### config.mk
export PLATFORM = sky130hd
export DESIGN_NAME = pfaq_quota
export DESIGN_NICKNAME = d
export VERILOG_FILES = /design/src/pfaq_pkg.sv /design/src/pfaq_quota.sv
export SDC_FILE = /design/constraint.sdc
export NUM_CORES = 1
export LEC_CHECK = 0
export ABC_AREA = 1
export BUFFER_PORTS_ARGS = -buffer_cell sky130_fd_sc_hd__buf_4
export CAP_MARGIN = 20
export CORE_ASPECT_RATIO = 2
export CORE_UTILIZATION = 35
export DETAILED_ROUTE_END_ITERATION = 10
export PLACE_DENSITY = 0.47
export SLEW_MARGIN = 20
export SYNTH_ARGS = -nofsm -noshare
export SYNTH_HDL_FRONTEND = slang
export SYNTH_SLANG_ARGS = --single-unit
### constraint.sdc
create_clock -name i_clk -period 3.4 [get_ports i_clk]
set_input_delay 0.34 -clock i_clk [delete_from_list [all_inputs] [get_ports i_clk]]
set_output_delay 0.34 -clock i_clk [all_outputs]
set_load 0.005 [all_outputs]
### src/pfaq_pkg.sv
// ----------------------------------------------------------------------------
// pfaq_pkg
// Shared constants, codes and types of the page frame allocator with quotas.
// ----------------------------------------------------------------------------
package pfaq_pkg;

    localparam int POOL_PAGES     = 32768;
    localparam int NUM_CONTAINERS = 4;
    localparam int PAGE_BITS      = 12;

    localparam int ADDR_W  = 32;
    localparam int PG_W    = ADDR_W - PAGE_BITS;          // page number of an address
    localparam int BASE_W  = PG_W + 1;                    // rounded-up page may carry
    localparam int IDX_W   = $clog2(POOL_PAGES);          // page index within the pool
    localparam int CNT_W   = $clog2(POOL_PAGES + 1);      // 0 .. POOL_PAGES
    localparam int FREE_W  = CNT_W + 1;                   // untouched + stacked
    localparam int FPAGE_W = 16;                          // free_pages field
    localparam int QUOTA_W = 21;
    localparam int CID_W   = 2;
    localparam int CFG_IDX_W = 3;

    localparam logic [CFG_IDX_W-1:0] CFG_POOL_START = 3'd0;
    localparam logic [CFG_IDX_W-1:0] CFG_POOL_STOP  = 3'd1;
    localparam int                   CFG_QUOTA_BASE = 2;

    typedef enum logic [1:0] {
        CMD_ALLOC = 2'd0,
        CMD_FREE  = 2'd1,
        CMD_INIT  = 2'd2
    } t_cmd;

    typedef enum logic [1:0] {
        ST_OK       = 2'd0,
        ST_BAD_FREE = 2'd1,
        ST_QUOTA    = 2'd2,
        ST_NO_MEM   = 2'd3
    } t_status;

    // usage update sent to the quota unit
    typedef struct packed {
        logic             charge;
        logic             credit;
        logic [CID_W-1:0] id;
    } t_quota_upd;

endpackage

### src/pfaq_quota.sv
// ----------------------------------------------------------------------------
// pfaq_quota
// Per-container quota registers and page usage counters.
// ----------------------------------------------------------------------------
module pfaq_quota
    import pfaq_pkg::*;
(
    input  logic                 i_clk,
    input  logic                 i_rst_n,
    input  logic                 i_cfg_wr,
    input  logic [CFG_IDX_W-1:0] i_cfg_index,
    input  logic [QUOTA_W-1:0]   i_cfg_data,
    input  logic [CID_W-1:0]     i_cid,
    output logic                 o_over_quota,
    input  t_quota_upd           i_upd
);

    logic [QUOTA_W-1:0] r_quota [NUM_CONTAINERS];
    logic [QUOTA_W-1:0] r_usage [NUM_CONTAINERS];

    always_ff @(posedge i_clk) begin
        if (!i_rst_n) begin
            for (int k = 0; k < NUM_CONTAINERS; k++) begin
                r_quota[k] <= '0;
            end
        end else if (i_cfg_wr) begin
            for (int k = 0; k < NUM_CONTAINERS; k++) begin
                if (i_cfg_index == CFG_IDX_W'(CFG_QUOTA_BASE + k)) begin
                    r_quota[k] <= i_cfg_data;
                end
            end
        end
    end

    always_ff @(posedge i_clk) begin
        if (!i_rst_n) begin
            for (int k = 0; k < NUM_CONTAINERS; k++) begin
                r_usage[k] <= '0;
            end
        end else if (i_upd.charge) begin
            r_usage[i_upd.id] <= r_usage[i_upd.id] + QUOTA_W'(1);
        end else if (i_upd.credit && (r_usage[i_upd.id] != '0)) begin
            // never drop below zero
            r_usage[i_upd.id] <= r_usage[i_upd.id] - QUOTA_W'(1);
        end
    end

    assign o_over_quota = (r_usage[i_cid] >= r_quota[i_cid]);

endmodule

Word-level counts from Yosys, hierarchy flattened
Memories as Yosys holds them, arrays and structs flattened.
Index checks and enable logic that the tools add are counted.

operators by class
  $add $sub $neg = 2
  multiplexer cells = 32
  equality and inequality tests = 4
  reductions and logical operators = 3
  magnitude comparators = 1
  bitwise operators = 5

operators by type and width
  kind                     number
  $mux W21                 6
  $mux W1                  25
  $add A21 B1 Y21 const B  1
  $ge A21 B21 Y1           1
  $reduce_bool A21 Y1      1
  $reduce_or A21 Y1        1
  $sub A21 B1 Y21 const B  1
  $eq A3 B2 Y1 const B     2
  $eq A3 B3 Y1 const B     2
  $or A1 B1 Y1             5
  $mux W2                  1
  $logic_and A1 B1 Y1      1

word-level totals
  memories kept = 2
  input bits = 33
  bits in registers = 0
  RAM bits = 168

memories
  name     words  width  read ports  clocked after memory_dff  write ports  line              text
  r_quota  4      21     1           0                         4            pfaq_quota.sv:18  logic [QUOTA_W-1:0] r_quota [NUM_CONTAINERS];
  r_usage  4      21     2           0                         4            pfaq_quota.sv:19  logic [QUOTA_W-1:0] r_usage [NUM_CONTAINERS];

Longest topological paths before layout
Gate-level depths: netlist (run 1).
An unclocked memory read counts as a cell.

  depth after elaboration = 10
  depth in mapped cells = 27
  mapped depth without buffers = 25

Least setup slack after synthesis (run 1)
Ideal clock, no wire load.

  path type = input to register
  start = input i_upd[1] in the netlist's numbering
  end = memory r_usage[0][14], data pin
  required time = 3142 ps
  cell stages on the path = 24
  library setup time = 258 ps
  buffers on the path = 3
  arrival time = 2707 ps
  path slack = 435 ps
  cell sequence = buf_4 > inv_4 > buf_4 > nand3_1 > nand2_1 > nand2_1 > nor2_1 > nand2_1 > nor2_2 > nand2_2 > nand2_4 > buf_6 > inv_2 > ha_1 > nand3_1 > inv_1 > nand2_1 > nand2_1 > nand2_1 > nand2_1 > nand2_1 > nand2_1 > xor2_2 > nor2_1

RTL lines
  item         line              text
  from (decl)  pfaq_quota.sv:15  input t_quota_upd i_upd
  to (decl)    pfaq_quota.sv:19

==> metrics.cfg, run 1 <==
[run_status]
status=complete, no violations

[global_routing]
antenna_found_initial=0
grt.busiest_layer=met2
use_met3_pct=2.27
grt_use_total_pct=23.6
use_met2_pct=46.9
grt_overflow_total=0
grt_pass1_vias=8905
grt_pass1_wl_um=50100
grtUsageMet1_pct=23.1
grt_max_degree=46

[die]
coreArea_um2=28100
die_area_um2=29300
io_pins=34
initial_core_util_pct=35.6
floorplan.rows=87
die_x_um=121
fp.dieH_um=241

[power_and_ir_drop]
ir_worst_vdd_mv=0.373
totalPowerFinal_mw=5.69
p_per_area_nw_per_um2=463
leakage_nw=5.40

[finish]
final_nets=1395
final_cells=1703
diodes=0
final_core_util_pct=43.7
drive_above_1_share_pct=19.3
final_common_cell=nand2_1
area_delta_synth_final_pct=22.8
final_cell_area_um2=12300
layout_common_cells=nand2_1 (311), nor2_1 (248), edfxtp_1 (168), buf_4 (154), inv_1 (88)

[route]
vias_per_cell=5.15
drt-total-wl_um=32900
drc_errors=0
ant_nets=0
vias=8763
drt_iter0_drc=522
wire_per_inst_um=19.3
dr.pass1.iters=7

[worst_setup_path]
r2r_end=r_usage[1][13]$_SDFFCE_PN0P_
worstReg2RegStart=r_usage[3][0]$_DFFE_PP_
crit_top_cell=o21ai_0
crit_buf_inv=1
crit_arrival_ns=2.93
crit_path_top_delay_cell=edfxtp_1
worstPathRequired_ns=3.06
r2r_slack_ns=0.19
max_stage_delay_ns=0.35
path_delay_family=compound AO/OA/AOI/OAI gates
reg2reg_depth=21
crit_path_start_kind=flip-flop
end_kind=output port
critical_path_class=flip-flop to output port
path_cells=o21ai_0, o22ai_1, ha_1, a21oi_1, o21ai_0, a211o_1, a21oi_2, o21ai_0, nand2_1, nand3_1, nor2_2, o211ai_1, buf_4
critical_path_peak_fanout=3

[cts]
h-tree-depth=4
clock-sinks=168
cts_tree=built
path_clk_slew_ns=0.07
root_buffer=clkbuf_16
clk_path_buf_depth=2
numCtsBuffers=17
insertion_delay_ns=0.45

[timing]
max_slew_margin_pct=31.5
fmax_mhz=306
finalHoldViolCount=0
finalCriticalPeriod_ns=3.27
fin_crit_sh_pct=96.1
worstMarginPinSlew_ns=1.03
finalSetupViolations=0
slew_violations=0
skew_ns=0.00728

[place]
place_congestion=0.921
hpwl_um=24200
place_inst=1671
io_buffer_count=33
postPlaceCellArea_um2=11600

[synth]
ys_ff_latch=168
syn_area_um2=10000
yosysSeqAreaShare_pct=50.5
ys_async_sr_fraction_pct=0
avgSynthCellArea_um2=8.28
synth_cells=1207
synth_flop_cell=edfxtp_1
synth_nets=1267
yosysWarnings=0
synth_edf_count=168
synth_cell_types=40

[min_path]
worstHoldStart=i_cfg_data[14]
whs_endpoint=r_quota[2][14]$_SDFFCE_PN0P_
min_path_cells=3
holdCritPathClass=primary input to flip-flop

[job]
cap_violations=0

## sequential cells by signal (all words and copies together), names as in the netlist
| register | flops |
|---|---|
| r_usage | 84 |
| r_quota | 84 |
## worst min-delay path: stages
cell and delay, ns:
buf_4 0.08, inv_1 0.06, nor2_1 0.09
## per-stage QoR
step                worst slack (ns)  setup TNS (ns)  hold slack, ns
floorplan                      0.435               0           0.583
global placement              -0.160           -2.78           0.683
detailed placement            -0.134           -2.75           0.689
CTS                           0.0335               0           0.222
global route                 -0.0244         -0.0244           0.244
finish                         0.132               0           0.235
## metal layers
metal,share of wire [%],vias up
li1,-,4279
met1,35,4230
met2,57,183
met3,2.5,71
met4,4.6,0
met5,0,-
## synth_stat cells, types with 3 or more instances
cell / number / area share (%)
nand3_2: 7 / 0.70
nand4_1: 10 / 0.63
ha_1: 27 / 3.4
inv_1: 90 / 3.4
nor2_2: 9 / 0.56
xor2_2: 4 / 0.65
buf_1: 4 / 0.15
o22ai_1: 19 / 1.2
buf_2: 14 / 0.70
xor2_1: 8 / 0.70
buf_4: 4 / 0.30
nor3_1: 3 / 0.15
o211ai_1: 4 / 0.30
inv_2: 4 / 0.15
o21ai_1: 3 / 0.15
a32o_1: 21 / 2.1
nor2_1: 251 / 9.4
buf_6: 7 / 0.79
edfxtp_1: 168 / 50
clkbuf_1: 34 / 1.3
nand2_2: 12 / 0.75
a21oi_1: 44 / 2.2
nand2_1: 313 / 12
o21ai_0: 53 / 2.7
nand3_1: 74 / 3.7
## area by class of cell
class	instances	area, um^2
clock buffer	19	433
clock inverter	12	151
fill	2807	15800
inverter	97	372
multi-input combinational	879	4330
sequential	168	5040
tap	356	445
timing repair buffer	172	1500
## where the power goes
part           leakage, nW  internal (mW)  switching [mW]
clock network        0.273           1.15           0.818
registers             1.68           2.44          0.0583
logic                 3.44          0.487           0.732
## worst max path at each step
stage                                   end                   startpoint  cells after the start
6_report                       o_over_quota  r_usage[2][4]$_SDFFCE_PN0P_                     13
3_5_place_dp   r_usage[1][13]$_SDFFCE_PN0P_                     i_upd[0]                     24
5_1_grt                        o_over_quota  r_usage[2][1]$_SDFFCE_PN0P_                     14
2_1_floorplan  r_usage[0][14]$_SDFFCE_PN0P_                     i_upd[1]                     24
3_3_place_gp   r_usage[0][18]$_SDFFCE_PN0P_                     i_upd[0]                     24
4_1_cts                        o_over_quota  r_usage[2][3]$_SDFFCE_PN0P_                     16
## logic make-up (layout without fill, tap and decap cells)
| family | after synthesis | in the layout | synth area share (%) |
|---|---|---|---|
| and+or+nand+nor | 685 | 685 | 28.4 |
| buffers and inverters | 160 | 300 | 6.91 |
| adders and majority gates | 27 | 27 | 3.38 |
| AOI/OAI and AO/OA | 153 | 153 | 9.36 |
| xor gates and xnor gates | 14 | 14 | 1.53 |
| DFF | 168 | 168 | 50.5 |
## what timing repair did
item / CTS / global route
pin swaps: 0 / 6
buffers inserted: 0 / 1
hold buffers: 0 / 0
resized for setup: 2 / 19
setup endpoints to repair: 1 / 36
(Power assumes the default switching activity.)
==> run 2, diff against run 1 <==
--- a/config.mk
+++ b/config.mk
@@ -7,7 +7,6 @@
 export LEC_CHECK = 0
 export ABC_AREA = 1
 export BUFFER_PORTS_ARGS = -buffer_cell sky130_fd_sc_hd__buf_4
-export CAP_MARGIN = 20
 export CORE_ASPECT_RATIO = 2
 export CORE_UTILIZATION = 35
 export DETAILED_ROUTE_END_ITERATION = 10
==> constraint.sdc (replaced) <==
create_clock -name i_clk -period 4.1 [get_ports i_clk]
set_input_delay 0.41 -clock i_clk [delete_from_list [all_inputs] [get_ports i_clk]]
set_output_delay 0.41 -clock i_clk [all_outputs]
set_load 0.005 [all_outputs]
==> metrics.cfg, run 2 (same netlist as run 1, synthesis figures left out) <==
[timing]
worstMarginPinSlew_ns=0.980  ; -0.0450 ns
slew_violations=0  ; unchanged
finalHoldViolCount=0  ; unchanged
fin_ws_ns=0.384  ; +0.252 ns
finalCriticalPeriod_ns=3.72
max_slew_margin_pct=34.5  ; +3.0 points
final.setup.tns_ns=0  ; unchanged
rsz0062_at_grt=no
worst_hold_slack_ns=0.311  ; +0.0763 ns
fmax_mhz=269
skew_ns=0.0108  ; +0.00354 ns
fin_crit_sh_pct=90.6
finalSetupViolations=0  ; unchanged

[cts]
cts_tree=built
cts_hold_buf=0  ; unchanged
path_clk_slew_ns=0.06  ; about the same
numCtsBuffers=17  ; unchanged
insertion_delay_ns=0.44  ; about the same
root_buffer=clkbuf_16
clock-sinks=168  ; unchanged
cts_resized=0  ; -2
h-tree-depth=4  ; unchanged
cts_setup_buffers=0  ; unchanged
clk_path_buf_depth=2  ; unchanged

[route]
wl_met1_um=11200  ; -4.0%
ant_nets=0  ; unchanged
vias=8311  ; -5.2%
dr.pass1.iters=5  ; -2
wire_per_inst_um=19.5  ; +1.2%
drc_errors=0  ; unchanged
dr.max_layer_used=met4
drt_iter0_drc=508  ; -2.7%
wl_met2_um=18400  ; -2.6%
vias_per_cell=5.19  ; +0.82%
drt-total-wl_um=31300  ; -4.8%
wl_met3_um=671  ; -17%

[finish]
final_cells=1602  ; -5.9%
final_core_util_pct=40.3  ; -3.4 points
area_delta_synth_final_pct=13.2
largest_registers=r_quota x84, r_usage x84
drive_above_1_share_pct=11.9  ; -7.4 points
final_nets=1294  ; -7.2%
layout_common_cells=nand2_1 (313), nor2_1 (251), edfxtp_1 (168), inv_1 (88), nand3_1 (74)
final_common_cell=nand2_1
diodes=0  ; unchanged
final_cell_area_um2=11300  ; -7.8%

[min_path]
holdCritPathClass=primary input to flip-flop

[die]
die_x_um=121  ; unchanged
coreArea_um2=28100  ; unchanged
initial_core_util_pct=35.6  ; unchanged
die_area_um2=29300  ; unchanged
io_pins=34  ; unchanged
floorplan.rows=87  ; unchanged
fp.dieH_um=241  ; unchanged

[power_and_ir_drop]
power_frac_seq_pct=45.3  ; +1.3 points
switchingPower_mw=1.29  ; -20%
p_int_mw=3.30  ; -19%
p_per_area_nw_per_um2=405  ; -13%
comb_power_share_pct=18.0  ; -3.4 points
totalPowerFinal_mw=4.59  ; -19%
clockPowerShare_pct=36.7  ; +2.1 points
leakage_nw=4.85  ; -10%
swShare_pct=28.0  ; -0.25 points
ir_worst_vdd_mv=0.302  ; -19%

[global_routing]
grt_use_total_pct=22.3  ; -1.3 points
grt_overflow_total=0  ; unchanged
grt_pass1_wl_um=47500  ; -5.3%
grt_max_degree=46  ; unchanged
antenna_found_initial=0  ; unchanged
grt_pass1_vias=8548  ; -4.0%

[worst_setup_path]
crit_arrival_ns=3.31  ; +0.38 ns
crit_path_start_kind=primary input
worstPathRequired_ns=3.69  ; +0.63 ns
critical_path_peak_fanout=30  ; +27
end_kind=output port
critical_path_class=primary input to output port

[place]
hpwl_um=23000  ; -5.2%
postPlaceCellArea_um2=10700  ; -7.9%
io_buffer_count=33  ; unchanged
place_congestion=0.913  ; -0.87%
place_inst=1571  ; -6.0%
dp_slack_ns=0.241  ; +0.375 ns

[job]
cap_violations=0  ; unchanged

[run_status]
status=complete, no violations

[run 2: changes by cell type in the layout (fill, tap and decap cells not counted), sizes merged]
cell	before	now
buf	172	71
bufinv	3	4
inv	98	97
[run 2: power by group through the flow]
stage / clock network, mW / logic [mW] / registers, mW
3_3_place_gp: 0 / 0.830 / 2.11
3_5_place_dp: 0 / 0.832 / 2.11
4_1_cts: 1.71 / 0.835 / 2.08
5_1_grt: 1.77 / 0.913 / 2.09
2_1_floorplan: 0 / 0.537 / 2.10
6_report: 1.69 / 0.823 / 2.08
[run 2: per-layer routing]
| layer | track usage [%] | up-vias |
|---|---|---|
| met5 | 0 | - |
| met4 | 10.4 | 0 |
| met3 | 2.84 | 47 |
| met2 | 45.5 | 155 |
| met1 | 21.2 | 4047 |
| li1 | - | 4062 |
[run 2: final timing paths]
| path | startpoint | to | slack [ns] | cells after the start |
|---|---|---|---|---|
| max reg2reg | r_usage[1][2]$_SDFFCE_PN0P_ | r_usage[2][18]$_SDFFCE_PN0P_ | 0.69 | 20 |
| min | i_cfg_data[19] | r_quota[3][19]$_SDFFCE_PN0P_ | 0.31 | 3 |
| min reg2reg | r_usage[2][0]$_SDFFCE_PN0P_ | r_usage[3][0]$_DFFE_PP_ | 1.11 | 5 |
| max | i_cid[1] | o_over_quota | 0.38 | 16 |
[run 2: final cells by class]
class	count	area, um^2
Clock inverter	12	176
Tap cell	356	445
Fill cell	2893	16800
Multi-Input combinational cell	879	4270
Sequential cell	168	5040
Timing Repair Buffer	71	571
Inverter	97	369
Clock buffer	19	433
[run 2: worst max-delay path, stage by stage]
cell,delay [ns]
buf_4,0.14
inv_2,0.45
a21oi_1,0.09
a32o_1,0.24
ha_1,0.29
a21oi_1,0.22
o21a_1,0.15
o21ai_0,0.06
a211o_1,0.26
a21oi_1,0.23
o21ai_0,0.12
nand2_1,0.07
nand3_1,0.05
nor2_1,0.19
o211ai_1,0.15
buf_4,0.16
==> run 3, diff against run 2 <==
--- a/config.mk
+++ b/config.mk
@@ -8,9 +8,10 @@
 export ABC_AREA = 1
 export BUFFER_PORTS_ARGS = -buffer_cell sky130_fd_sc_hd__buf_4
 export CORE_ASPECT_RATIO = 2
-export CORE_UTILIZATION = 35
+export CORE_UTILIZATION = 30
 export DETAILED_ROUTE_END_ITERATION = 10
-export PLACE_DENSITY = 0.47
+export PLACE_DENSITY = 0.41
+export RECOVER_POWER = 25
 export SLEW_MARGIN = 20
 export SYNTH_ARGS = -nofsm -noshare
 export SYNTH_HDL_FRONTEND = slang
==> metrics.cfg, run 3 (same netlist as run 1, synthesis figures left out) <==
[run_status]
status=finished with violations
violations=capacitance limit, slew limit

[place]
io_buffer_count=33  ; unchanged
hpwl_um=24400  ; +6.1%
place_congestion=0.866  ; -5.1%

[worst_setup_path]
critical_path_peak_fanout=26  ; -13%
critical_path_class=primary input to output port
max_stage_delay_ns=0.40  ; -0.05 ns
crit_start=i_cid[1]
crit_top_cell=o21ai_0
path_cells=buf_4, inv_2, o21ai_0, o22ai_1, ha_1, a21oi_1, o21a_1, o21ai_0, a211o_1, a21oi_1, o21ai_0, nand2_1, nand3_1, nor2_1, o211ai_1, buf_4
worstReg2RegStart=r_usage[1][1]$_SDFFCE_PN0P_
crit_arrival_ns=3.28  ; -0.03 ns
worstPathRequired_ns=3.69  ; about the same
crit_path_start_kind=primary input
end_kind=output port
crit_path_top_delay_cell=inv_2

[cts]
insertion_delay_ns=0.45  ; about the same
clk_path_buf_depth=2  ; unchanged
numCtsBuffers=17  ; unchanged
clock-sinks=168  ; unchanged
root_buffer=clkbuf_16
cts_resized=0  ; unchanged
cts_tree=built
cts_hold_buf=0  ; unchanged
path_clk_slew_ns=0.07  ; about the same
h-tree-depth=4  ; unchanged
cts_setup_buffers=0  ; unchanged

[finish]
final_common_cell=nand2_1
area_delta_synth_final_pct=14.3
diodes=0  ; unchanged
largest_registers=r_quota x84, r_usage x84
drive_above_1_share_pct=11.9  ; about the same
layout_common_cells=nand2_1 (313), nor2_1 (251), edfxtp_1 (168), inv_1 (88), nand3_1 (74)
final_nets=1302  ; +0.62%
fillers=3483  ; +20%

[die]
fp.dieH_um=260  ; +7.9%
die_x_um=131  ; +7.9%
initial_core_util_pct=30.5  ; -5.1 points
io_pins=34  ; unchanged
floorplan.rows=94  ; +8.0%
die_area_um2=34100  ; +16%
coreArea_um2=32800  ; +17%

[route]
drt-total-wl_um=32900  ; +5.3%
drc_errors=0  ; unchanged
vias=8336  ; +0.30%
wire_per_inst_um=19.5  ; about the same
drt_iter0_drc=514  ; +1.2%
dr.pass1.iters=5  ; unchanged
vias_per_cell=4.94  ; -4.7%
ant_nets=0  ; unchanged

[timing]
finalSetupViolations=0  ; unchanged
skew_ns=0.0105  ; -0.000320 ns
finalCriticalPeriod_ns=3.69  ; -0.0257 ns
finalHoldViolCount=0  ; unchanged
worstMarginPinSlew_ns=1.59  ; +0.611 ns
worst_hold_slack_ns=0.314  ; +0.00299 ns
final.setup.tns_ns=0  ; unchanged
fmax_mhz=271  ; +0.70%
rsz0062_at_grt=no
slew_violations=44  ; +44
max_slew_margin_pct=-6.07  ; -41 points
fin_crit_sh_pct=90.0  ; -0.63 points

[global_routing]
grt_use_total_pct=20.3  ; -2.0 points
grt_max_degree=48  ; +4.3%
grt_pass1_vias=8299  ; -2.9%
grt_overflow_total=0  ; unchanged
antenna_found_initial=0  ; unchanged
grt_pass1_wl_um=49200  ; +3.6%

[min_path]
holdCritPathClass=primary input to flip-flop
worstHoldStart=i_cfg_data[2]

[power_and_ir_drop]
leakage_nw=4.86  ; +0.14%
p_per_area_nw_per_um2=393  ; -3.1%
ir_worst_vdd_mv=0.253  ; -16%

[job]
cap_violations=2  ; +2

==> run 3: final cells by class <==
class / count / area (um^2) / area share, %
clock buffers: 18 / 429 / 3.76
clock inverters: 13 / 123 / 1.07
inverters: 97 / 369 / 3.23
multi-input cells: 879 / 4260 / 37.3
flip-flops and latches: 168 / 5040 / 44.2
well taps: 432 / 541 / 4.73
repair buffers: 79 / 654 / 5.73
==> run 3: stage by stage <==
stage	utilization, %	cells	total power, mW	worst slack (ns)	instance area, um^2
2_1_floorplan	-	1207	2.63	1.06	10000
3_5_place_dp	33.2	1655	2.98	0.179	10900
3_3_place_gp	33.2	1655	2.99	0.147	10900
5_1_grt	34.8	1686	4.67	0.0762	11400
6_report	34.8	1686	4.49	0.410	11400
4_1_cts	34.9	1686	4.54	0.258	11500
==> run 3: path summary, 6_finish.rpt <==
path	depth (start not counted)	slack (ns)	end
min	3	0.31	r_quota[1][2]$_SDFFCE_PN0P_
min reg2reg	5	1.10	r_usage[3][0]$_DFFE_PP_
max	16	0.41	o_over_quota
max reg2reg	20	0.59	r_usage[0][17]$_SDFFCE_PN0P_
==> run 3: layer usage <==
layer	share of wire (%)	GRT usage, %	wire length, um	up-vias
met4	4.3	10.4	1420	0
met1	36	20.0	11800	4025
met2	58	40.4	19000	163
li1	-	-	-	4086
met5	0	0	0	-
met3	2.2	2.10	739	62
==> run 3: power breakdown <==
group	internal, mW	switching (mW)	total [mW]
Sequential	2.03	0.0511	2.08
Clock	0.838	0.718	1.56
Combinational	0.276	0.576	0.852
Total	3.14	1.34	4.49
==> run 3: worst max-delay path: cells and delay by family <==
| kind | cells | cell delay [ns] |
|---|---|---|
| buf+inv | 3 | 0.72 |
| compound gates | 9 | 1.51 |
| fa+ha+maj | 1 | 0.28 |
| simple gates | 3 | 0.33 |
